### src/rtl/core/pmmu_pkg.sv
package pmmu_pkg;

  // address geometry
  localparam int PAGE_BITS   = 6;
  localparam int FRAME_BITS  = 4;
  localparam int OFFSET_BITS = 10;
  localparam int NUM_PAGES   = 1 << PAGE_BITS;
  localparam int NUM_FRAMES  = 1 << FRAME_BITS;
  localparam int VA_W        = 16;
  localparam int PA_W        = FRAME_BITS + OFFSET_BITS;

  // counter widths
  localparam int REF_W    = 32;
  localparam int USED_W   = FRAME_BITS + 1;
  localparam int MAPPED_W = PAGE_BITS + 1;

  // opcodes
  localparam logic [2:0] OP_READ  = 3'd0;
  localparam logic [2:0] OP_WRITE = 3'd1;
  localparam logic [2:0] OP_MAP   = 3'd2;
  localparam logic [2:0] OP_UNMAP = 3'd3;
  localparam logic [2:0] OP_TICK  = 3'd4;

  // result status codes
  localparam logic [2:0] ST_OK        = 3'd0;
  localparam logic [2:0] ST_FAULT     = 3'd1;
  localparam logic [2:0] ST_NOFRAME   = 3'd2;
  localparam logic [2:0] ST_MAPPED    = 3'd3;
  localparam logic [2:0] ST_NOTMAPPED = 3'd4;

  typedef struct packed {
    logic [2:0]      opcode;
    logic [VA_W-1:0] vaddr;
  } in_item_t;

  typedef struct packed {
    logic [2:0]            status;
    logic [PA_W-1:0]       paddr;
    logic [PAGE_BITS-1:0]  vpn;
    logic [FRAME_BITS-1:0] pfn;
    logic [USED_W-1:0]     used_frames;
    logic [MAPPED_W-1:0]   mapped_pages;
  } out_item_t;

  // state updates decided for one item
  typedef struct packed {
    logic                  present_set;
    logic                  present_clr;
    logic                  frame_we;
    logic [FRAME_BITS-1:0] frame_wdata;
    logic                  fu_set;
    logic                  fu_clr;
    logic [FRAME_BITS-1:0] fu_idx;
    logic                  ref_we;
    logic [REF_W-1:0]      ref_wdata;
    logic                  mod_set;
    logic                  mod_clr;
    logic                  tick;
    logic [USED_W-1:0]     used_nxt;
    logic [MAPPED_W-1:0]   mapped_nxt;
  } upd_t;

endpackage

### src/rtl/core/paged_mmu_with_frame_allocator.sv
// an input beat passes the input register and then the result register before its result beat
// throughput: one beat per cycle while out_ready holds; page state, frame bitmap and counters live in flops
// and are updated as an item leaves the input register, so the next item sees them
// frame numbers sit in a registered-read ram, read as the input beat is taken
// reset (rst_n low, synchronous): pipeline empty, page table, bitmap, counters
// and replacement mode cleared; no clearing pass is needed
module paged_mmu_with_frame_allocator (
  input  logic                clk,
  input  logic                rst_n,
  input  logic                in_valid,
  output logic                in_ready,
  input  pmmu_pkg::in_item_t  in_data,
  output logic                out_valid,
  input  logic                out_ready,
  output pmmu_pkg::out_item_t out_data,
  input  logic                cfg_we,
  input  logic                cfg_wdata
);

  localparam int PB = pmmu_pkg::PAGE_BITS;
  localparam int FB = pmmu_pkg::FRAME_BITS;
  localparam int OB = pmmu_pkg::OFFSET_BITS;

  logic                             stage_v_r, stage_v_nxt;
  pmmu_pkg::in_item_t               stage_r;
  logic                             out_v_r, out_v_nxt;
  pmmu_pkg::out_item_t              out_r;
  logic                             mode_r;
  logic [pmmu_pkg::NUM_PAGES-1:0]   page_present_r, page_present_nxt;
  logic [pmmu_pkg::NUM_PAGES-1:0]   page_mod_r, page_mod_nxt;
  logic [pmmu_pkg::NUM_PAGES-1:0]   ref_vld_r, ref_vld_nxt;
  logic [pmmu_pkg::NUM_FRAMES-1:0]  frame_used_r, frame_used_nxt;
  logic [pmmu_pkg::REF_W-1:0]       instr_r;
  logic [pmmu_pkg::USED_W-1:0]      used_r;
  logic [pmmu_pkg::MAPPED_W-1:0]    mapped_r;
  logic                             byp_r;
  logic [FB-1:0]                    byp_data_r;
  logic                             ref_vld_q_r;

  logic                             adv;
  logic                             acc;
  logic [PB-1:0]                    in_page;
  logic [PB-1:0]                    stage_page;
  logic [FB-1:0]                    frame_q;
  logic [FB-1:0]                    frame_rd;
  logic                             frame_we;
  logic                             ref_we;
  logic [pmmu_pkg::REF_W-1:0]       ref_q;
  logic [pmmu_pkg::REF_W-1:0]       ref_rd;
  pmmu_pkg::upd_t                   upd;
  pmmu_pkg::out_item_t              res;

  // handshake
  assign adv      = stage_v_r && (!out_v_r || out_ready);
  assign in_ready = !stage_v_r || adv;
  assign acc      = in_valid && in_ready;
  assign stage_v_nxt = acc || (stage_v_r && !adv);
  assign out_v_nxt   = adv || (out_v_r && !out_ready);

  assign in_page    = in_data.vaddr[OB +: PB];
  assign stage_page = stage_r.vaddr[OB +: PB];

  // page frame table, read as the beat enters the input register
  assign frame_we = adv && upd.frame_we;

  pmmu_ram #(
    .WIDTH (FB),
    .DEPTH (pmmu_pkg::NUM_PAGES)
  ) u_frame_ram (
    .clk   (clk),
    .we    (frame_we),
    .waddr (stage_page),
    .wdata (upd.frame_wdata),
    .re    (acc),
    .raddr (in_page),
    .rdata (frame_q)
  );

  // forward a frame written in the same cycle the next beat read it
  always_ff @(posedge clk) begin
    if (acc) begin
      byp_r      <= frame_we && (stage_page == in_page);
      byp_data_r <= upd.frame_wdata;
    end
  end

  assign frame_rd = byp_r ? byp_data_r : frame_q;

  // reference stamps, one per page
  assign ref_we = adv && upd.ref_we;

  pmmu_ram #(
    .WIDTH (pmmu_pkg::REF_W),
    .DEPTH (pmmu_pkg::NUM_PAGES)
  ) u_ref_ram (
    .clk   (clk),
    .we    (ref_we),
    .waddr (stage_page),
    .wdata (upd.ref_wdata),
    .re    (1'b1),
    .raddr (stage_page),
    .rdata (ref_q)
  );

  always_ff @(posedge clk) begin
    ref_vld_q_r <= ref_vld_r[stage_page];
  end

  // a stamp never written reads as zero
  assign ref_rd = ref_vld_q_r ? ref_q : '0;

  // decision logic
  pmmu_exec u_exec (
    .item         (stage_r),
    .mode         (mode_r),
    .page_present (page_present_r),
    .frame_used   (frame_used_r),
    .frame_rd     (frame_rd),
    .instr_cnt    (instr_r),
    .used_cnt     (used_r),
    .mapped_cnt   (mapped_r),
    .upd          (upd),
    .res          (res)
  );

  // per-page and per-frame bit updates
  always_comb begin
    page_present_nxt = page_present_r;
    page_mod_nxt     = page_mod_r;
    ref_vld_nxt      = ref_vld_r;
    frame_used_nxt   = frame_used_r;
    if (adv) begin
      if (upd.present_set) begin
        page_present_nxt[stage_page] = 1'b1;
      end
      if (upd.present_clr) begin
        page_present_nxt[stage_page] = 1'b0;
      end
      if (upd.mod_set) begin
        page_mod_nxt[stage_page] = 1'b1;
      end
      if (upd.mod_clr) begin
        page_mod_nxt[stage_page] = 1'b0;
      end
      if (upd.ref_we) begin
        ref_vld_nxt[stage_page] = 1'b1;
      end
      if (upd.fu_set) begin
        frame_used_nxt[upd.fu_idx] = 1'b1;
      end
      if (upd.fu_clr) begin
        frame_used_nxt[upd.fu_idx] = 1'b0;
      end
    end
  end

  // control and state registers
  always_ff @(posedge clk) begin
    if (!rst_n) begin
      stage_v_r      <= 1'b0;
      out_v_r        <= 1'b0;
      mode_r         <= 1'b0;
      page_present_r <= '0;
      page_mod_r     <= '0;
      ref_vld_r      <= '0;
      frame_used_r   <= '0;
      instr_r        <= '0;
      used_r         <= '0;
      mapped_r       <= '0;
    end else begin
      stage_v_r      <= stage_v_nxt;
      out_v_r        <= out_v_nxt;
      page_present_r <= page_present_nxt;
      page_mod_r     <= page_mod_nxt;
      ref_vld_r      <= ref_vld_nxt;
      frame_used_r   <= frame_used_nxt;
      if (cfg_we) begin
        mode_r <= cfg_wdata;
      end
      if (adv) begin
        used_r   <= upd.used_nxt;
        mapped_r <= upd.mapped_nxt;
        if (upd.tick) begin
          instr_r <= instr_r + pmmu_pkg::REF_W'(1);
        end
      end
    end
  end

  // payload registers
  always_ff @(posedge clk) begin
    if (acc) begin
      stage_r <= in_data;
    end
    if (adv) begin
      out_r <= res;
    end
  end

  assign out_valid = out_v_r;
  assign out_data  = out_r;

  // frame count tracks the bitmap
  a_used_count : assert property (@(posedge clk) disable iff (!rst_n)
    used_r == pmmu_pkg::USED_W'($countones(frame_used_r)))
    else $error("used frame count disagrees with frame bitmap");

  // page count tracks the present bits
  a_mapped_count : assert property (@(posedge clk) disable iff (!rst_n)
    mapped_r == pmmu_pkg::MAPPED_W'($countones(page_present_r)))
    else $error("mapped page count disagrees with present bits");

  // a stamp written and then read back with no write between returns what was written
  a_ref_readback : assert property (@(posedge clk) disable iff (!rst_n)
    ($past(rst_n, 1) && $past(rst_n, 2) && $past(ref_we, 2) && !$past(ref_we, 1) &&
     ($past(stage_page, 2) == $past(stage_page, 1)))
    |-> (ref_rd == $past(upd.ref_wdata, 2)))
    else $error("reference stamp read back wrong");

endmodule

### src/rtl/core/pmmu_ram.sv
module pmmu_ram #(
  parameter int WIDTH = 8,
  parameter int DEPTH = 16,
  localparam int AW = (DEPTH > 1) ? $clog2(DEPTH) : 1
) (
  input  logic             clk,
  input  logic             we,
  input  logic [AW-1:0]    waddr,
  input  logic [WIDTH-1:0] wdata,
  input  logic             re,
  input  logic [AW-1:0]    raddr,
  output logic [WIDTH-1:0] rdata
);

  logic [WIDTH-1:0] mem [DEPTH];
  logic [WIDTH-1:0] rdata_r;

  // write port
  always_ff @(posedge clk) begin
    if (we) begin
      mem[waddr] <= wdata;
    end
  end

  // registered read, old data on a same-address write
  always_ff @(posedge clk) begin
    if (re) begin
      rdata_r <= mem[raddr];
    end
  end

  assign rdata = rdata_r;

endmodule

### src/rtl/core/pmmu_frame_alloc.sv
module pmmu_frame_alloc (
  input  logic [pmmu_pkg::NUM_FRAMES-1:0] frame_used,
  output logic                            found,
  output logic [pmmu_pkg::FRAME_BITS-1:0] idx
);

  // lowest free frame wins
  always_comb begin
    found = 1'b0;
    idx   = '0;
    for (int i = pmmu_pkg::NUM_FRAMES - 1; i >= 0; i--) begin
      if (!frame_used[i]) begin
        found = 1'b1;
        idx   = pmmu_pkg::FRAME_BITS'(i);
      end
    end
  end

endmodule

### src/rtl/core/pmmu_exec.sv
module pmmu_exec (
  input  pmmu_pkg::in_item_t                 item,
  input  logic                               mode,
  input  logic [pmmu_pkg::NUM_PAGES-1:0]     page_present,
  input  logic [pmmu_pkg::NUM_FRAMES-1:0]    frame_used,
  input  logic [pmmu_pkg::FRAME_BITS-1:0]    frame_rd,
  input  logic [pmmu_pkg::REF_W-1:0]         instr_cnt,
  input  logic [pmmu_pkg::USED_W-1:0]        used_cnt,
  input  logic [pmmu_pkg::MAPPED_W-1:0]      mapped_cnt,
  output pmmu_pkg::upd_t                     upd,
  output pmmu_pkg::out_item_t                res
);

  logic [pmmu_pkg::PAGE_BITS-1:0]   page;
  logic [pmmu_pkg::OFFSET_BITS-1:0] offset;
  logic                             pres;
  logic                             alloc_found;
  logic [pmmu_pkg::FRAME_BITS-1:0]  alloc_idx;

  assign page   = item.vaddr[pmmu_pkg::OFFSET_BITS +: pmmu_pkg::PAGE_BITS];
  assign offset = item.vaddr[pmmu_pkg::OFFSET_BITS-1:0];
  assign pres   = page_present[page];

  pmmu_frame_alloc u_alloc (
    .frame_used (frame_used),
    .found      (alloc_found),
    .idx        (alloc_idx)
  );

  // decode one item into its result and state updates
  always_comb begin
    upd            = '0;
    res            = '0;
    upd.used_nxt   = used_cnt;
    upd.mapped_nxt = mapped_cnt;
    res.status     = pmmu_pkg::ST_OK;
    res.vpn        = page;
    case (item.opcode)
      pmmu_pkg::OP_READ, pmmu_pkg::OP_WRITE: begin
        if (!pres) begin
          res.status = pmmu_pkg::ST_FAULT;
        end else begin
          res.pfn       = frame_rd;
          res.paddr     = {frame_rd, offset};
          upd.ref_we    = 1'b1;
          upd.ref_wdata = mode ? pmmu_pkg::REF_W'(1) : instr_cnt;
          upd.mod_set   = (item.opcode == pmmu_pkg::OP_WRITE);
        end
      end
      pmmu_pkg::OP_MAP: begin
        if (pres) begin
          res.status = pmmu_pkg::ST_MAPPED;
          res.pfn    = frame_rd;
        end else if (!alloc_found) begin
          res.status = pmmu_pkg::ST_NOFRAME;
        end else begin
          res.pfn          = alloc_idx;
          upd.fu_set       = 1'b1;
          upd.fu_idx       = alloc_idx;
          upd.used_nxt     = used_cnt + pmmu_pkg::USED_W'(1);
          upd.present_set  = 1'b1;
          upd.mod_clr      = 1'b1;
          upd.ref_we       = 1'b1;
          upd.ref_wdata    = '0;
          upd.frame_we     = 1'b1;
          upd.frame_wdata  = alloc_idx;
          upd.mapped_nxt   = mapped_cnt + pmmu_pkg::MAPPED_W'(1);
        end
      end
      pmmu_pkg::OP_UNMAP: begin
        if (!pres) begin
          res.status = pmmu_pkg::ST_NOTMAPPED;
        end else begin
          res.pfn = frame_rd;
          if (frame_used[frame_rd]) begin
            upd.fu_clr   = 1'b1;
            upd.fu_idx   = frame_rd;
            upd.used_nxt = used_cnt - pmmu_pkg::USED_W'(1);
          end
          upd.present_clr = 1'b1;
          upd.mapped_nxt  = mapped_cnt - pmmu_pkg::MAPPED_W'(1);
        end
      end
      pmmu_pkg::OP_TICK: begin
        upd.tick = 1'b1;
      end
      default: begin
      end
    endcase
    res.used_frames  = upd.used_nxt;
    res.mapped_pages = upd.mapped_nxt;
  end

endmodule
### config.mk
export PLATFORM = sky130hd
export DESIGN_NAME = paged_mmu_with_frame_allocator
export DESIGN_NICKNAME = d
export VERILOG_FILES = /design/src/rtl/core/pmmu_pkg.sv /design/src/rtl/core/paged_mmu_with_frame_allocator.sv /design/src/rtl/core/pmmu_ram.sv /design/src/rtl/core/pmmu_frame_alloc.sv /design/src/rtl/core/pmmu_exec.sv
export SDC_FILE = /design/constraint.sdc
export NUM_CORES = 1
export LEC_CHECK = 0
export BUFFER_PORTS_ARGS = -buffer_cell sky130_fd_sc_hd__buf_2
export CORE_MARGIN = 3
export CORE_UTILIZATION = 56
export DETAILED_ROUTE_END_ITERATION = 16
export PLACE_DENSITY = 0.74
export SETUP_SLACK_MARGIN = 0.5
export SLEW_MARGIN = 20
export SYNTH_ARGS = -nofsm -noshare
export SYNTH_HDL_FRONTEND = slang
export SYNTH_SLANG_ARGS = --single-unit
### constraint.sdc
create_clock -name clk -period 4.4 [get_ports clk]
set_input_delay 1.1 -clock clk [delete_from_list [all_inputs] [get_ports clk]]
set_output_delay 1.1 -clock clk [all_outputs]
set_load 0.1 [all_outputs]
==> summary.txt <==
Status
  – Status: finished, final reports clean

Placement
  – Count of input and output buffers: 63
  – Post-DP HPWL: roughly 25000 um
  – Cell Area, Placed: ~18000 um2
  – Placer Congestion: between 0.8 and 0.9

Logic synthesis
  – Top-count cell post-synth: edfxtp_1
  – Post-synth top area share: 55.6%
  – Number of synthesized flops with an enable pin: around 320
  – Cells after Synth: approximately 1100
  – Post-Syn Nets: about 1100
  – Yosys warning total: 0
  – Post-synth top cells: edfxtp_1 (323), dfxtp_1 (94), mux4_2 (92)
  – Distinct cells, synth: 77
  – Top cells by area, synth: edfxtp_1 (56%), mux4_2 (12%), dfxtp_1 (11%)
  – Main synth FF type: edfxtp_1
  – Synth area leader: edfxtp_1
  – Sequential share of the synthesized area: between 60% and 70%
  – Flops & latches, synth: 417
  – Mapped Avg Cell Area: roughly 16 um2
  – Async S/R FF share, synth: 0%
  – Synth Cell Area: 17400 um2

STA
  – Hold Vio Cnt, Final: 0
  – Final setup fails: 0
  – Fin Hold WS: roughly 0.5 ns
  – Final period utilization: between 80% and 90%
  – Worst Max-Slew Pin Slew: slightly below 1 ns
  – F_max: 268 MHz
  – Setup TNS: 0 ns
  – RSZ-0062 raised after global routing: no
  – Worst rel slew slack: a little over a third
  – Final clock skew: roughly 0.025 ns
  – Post-route minimum period: about 3.7 ns
  – Final Max Slew Viols: 0

Layout
  – Area grow syn2layout: 13.7%
  – Design area: just under 20000 um2
  – Multi-input logic area: between 5000 and 6000 um2
  – Antenna diodes: 0
  – Fill cell count: roughly 2000
  – FF+latch area: ~12000 um2
  – Layout cell share with drive strength beyond 1: between 20% and 30%
  – Nets@finish: about 1200

Clock network
  – Cts-stage hold buffer count: 0
  – Num CTS Buffers: 42
  – Post-CTS setup buffer count: 0
  – Resized cells post-CTS: 0
  – Clock latency on the worst-skew pair: approximately 0.54 ns
  – Sink Count: roughly 420
  – Worst-path clk slew: roughly 0.060 ns
  – CTS tree: yes
  – CTS max path bufs: 3
  – H-tree levels: 2
  – CTS root buffer: clkbuf_16

Setup path
  – FF-to-FF setup slack: about 0.67 ns
  – Critical path arrival: approximately 4.2 ns
  – R2R Path End: frame_used_r[9]$_SDFFE_PN0P_
  – Critical Path Sink Type: flip-flop
  – Max FO, Critical Path: 14
  – Crit path to: frame_used_r[9]$_SDFFE_PN0P_
  – CP startpoint: stage_page[1]$_DFFE_PP_
  – WS Path Type: flip-flop to flip-flop
  – Worst R2R Start: stage_page[1]$_DFFE_PP_
  – R2R cell count: 9
  – CP required: 4.82 ns
  – Element type at the critical path start: flip-flop

Global routing
  – First-pass GRT wire length: 60600 um
  – Largest net degree at the start of global routing: 89
  – GRT Util Overall: between 20% and 30%
  – Initial antenna violation count: 0
  – Vias in the first global route: slightly above 10000
  – GRT Residual Overflow: 0

Detailed routing
  – Vias: between 10000 and 15000
  – Residual DRC count: 0
  – Vias/cell: ~6.5
  – Post-detailed-route wirelength per cell: ~25 um
  – Final wirelength: between 30000 and 40000 um
  – TritonRoute pass-1 iters: 5
  – Post-route ant nets: 0
  – 1st-iter DRT viols: 1185

Floorplanning
  – Die height: 182 um
  – Area of the die: between 30000 and 40000 um2
  – Die X: 182 um
  – Site Rows: 63
  – Core area: a little over 30000 um2
  – Starting density of the core: a little under 60%
  – IO Pins: 66

Pwr
  – Power density over the cells: around 420 nW/um2
  – P_leak: 0.00687 uW
  – Worst vdd ir: between 0.3 and 0.4 mV

Worst hold path
  – Hold wc startpoint: mapped_r[6]$_SDFFE_PN0P_
  – Hold crit path type: flip-flop to flip-flop

Job
  – Max-cap viol count: 0
how the worst min path moves through the flow:
stage	end	slack (ns)	cells past startpoint
after floorplan	out_data[19]$_DFFE_PP_	0.42	0
after global placement	mapped_r[6]$_SDFFE_PN0P_	0.47	2
after detailed placement	used_r[4]$_SDFFE_PN0P_	0.49	2
after CTS	used_r[4]$_SDFFE_PN0P_	0.50	2
after global routing	mapped_r[6]$_SDFFE_PN0P_	0.54	2
final	mapped_r[6]$_SDFFE_PN0P_	0.50	2
sequential cells by signal, indices dropped and copies added (netlist names):
signal,count
u_frame_ram.rdata,4
stage_v_r,1
stage_page,6
u_frame_ram.mem,256
out_data,39
byp_data_r,4
used_r,5
out_valid,1
byp_r,1
mapped_r,7
frame_used_r,16
page_present_r,64
stage_r,13
cell usage in the layout, fill, tap and decap left out, types with 19 or more instances in the layout:
| master | count |
|---|---|
| edfxtp_1 | 323 |
| dfxtp_1 | 94 |
| mux4_2 | 92 |
| nor2_1 | 79 |
| buf_2 | 62 |
| o221a_2 | 60 |
| clkbuf_16 | 44 |
| nand2_1 | 40 |
| buf_4 | 39 |
| nor3_1 | 31 |
| mux2i_1 | 20 |
| o221a_1 | 19 |
cell type report:
type	instances	area share (%)
clock inverter	25	1.34
sequential	417	58.4
clock buffer	52	5.86
tap	390	2.46
multi-input combinational	572	28.0
timing repair buffer	107	3.65
inverter	14	0.265
layer usage:
| metal | vias to the layer above | track usage [%] | wire length [um] |
|---|---|---|---|
| met3 | 69 | 4.52 | 3120 |
| met4 | 0 | 6.61 | 929 |
| met1 | 5221 | 34.0 | 16100 |
| met2 | 464 | 37.5 | 18800 |
| met5 | - | 0 | 0 |
| li1 | 4528 | - | - |
critical path, cell delays in order (launching register included):
cell	delay (ns)
edfxtp_1	0.65
buf_4	0.31
nor2_1	0.07
a22oi_1	0.26
a21oi_1	0.15
nor4_2	0.69
nand4_2	0.43
o22ai_2	0.46
o21ai_1	0.24
o221a_2	0.34
power breakdown:
group          switching [uW]  internal [uW]  leakage [uW]
Sequential               30.4           4240       0.00407
Combinational             347            132       0.00209
Clock                    1470           2180      0.000703
Total                    1840           6550       0.00687
metrics by stage:
stage          std cells  power (uW)  util (%)  worst slack (ns)
6_report            1577        8390      65.7             0.674
5_1_grt             1577        8610      65.7             0.515
4_1_cts             1577        8440      65.7             0.719
3_5_place_dp        1500        4830      60.9             0.743
3_3_place_gp        1500        4820      60.9             0.808
2_1_floorplan       1070        4710         -             0.351
cells by family after synthesis:
| logic type | after synthesis | synth area share, % |
|---|---|---|
| xor+xnor | 16 | 0.804 |
| buf+inv | 81 | 1.94 |
| flops | 417 | 66.4 |
| compound gates | 167 | 8.88 |
| simple gates | 264 | 7.83 |
| mux | 121 | 13.8 |
| fa+ha+maj | 4 | 0.287 |
(Power assumes the default switching activity.)
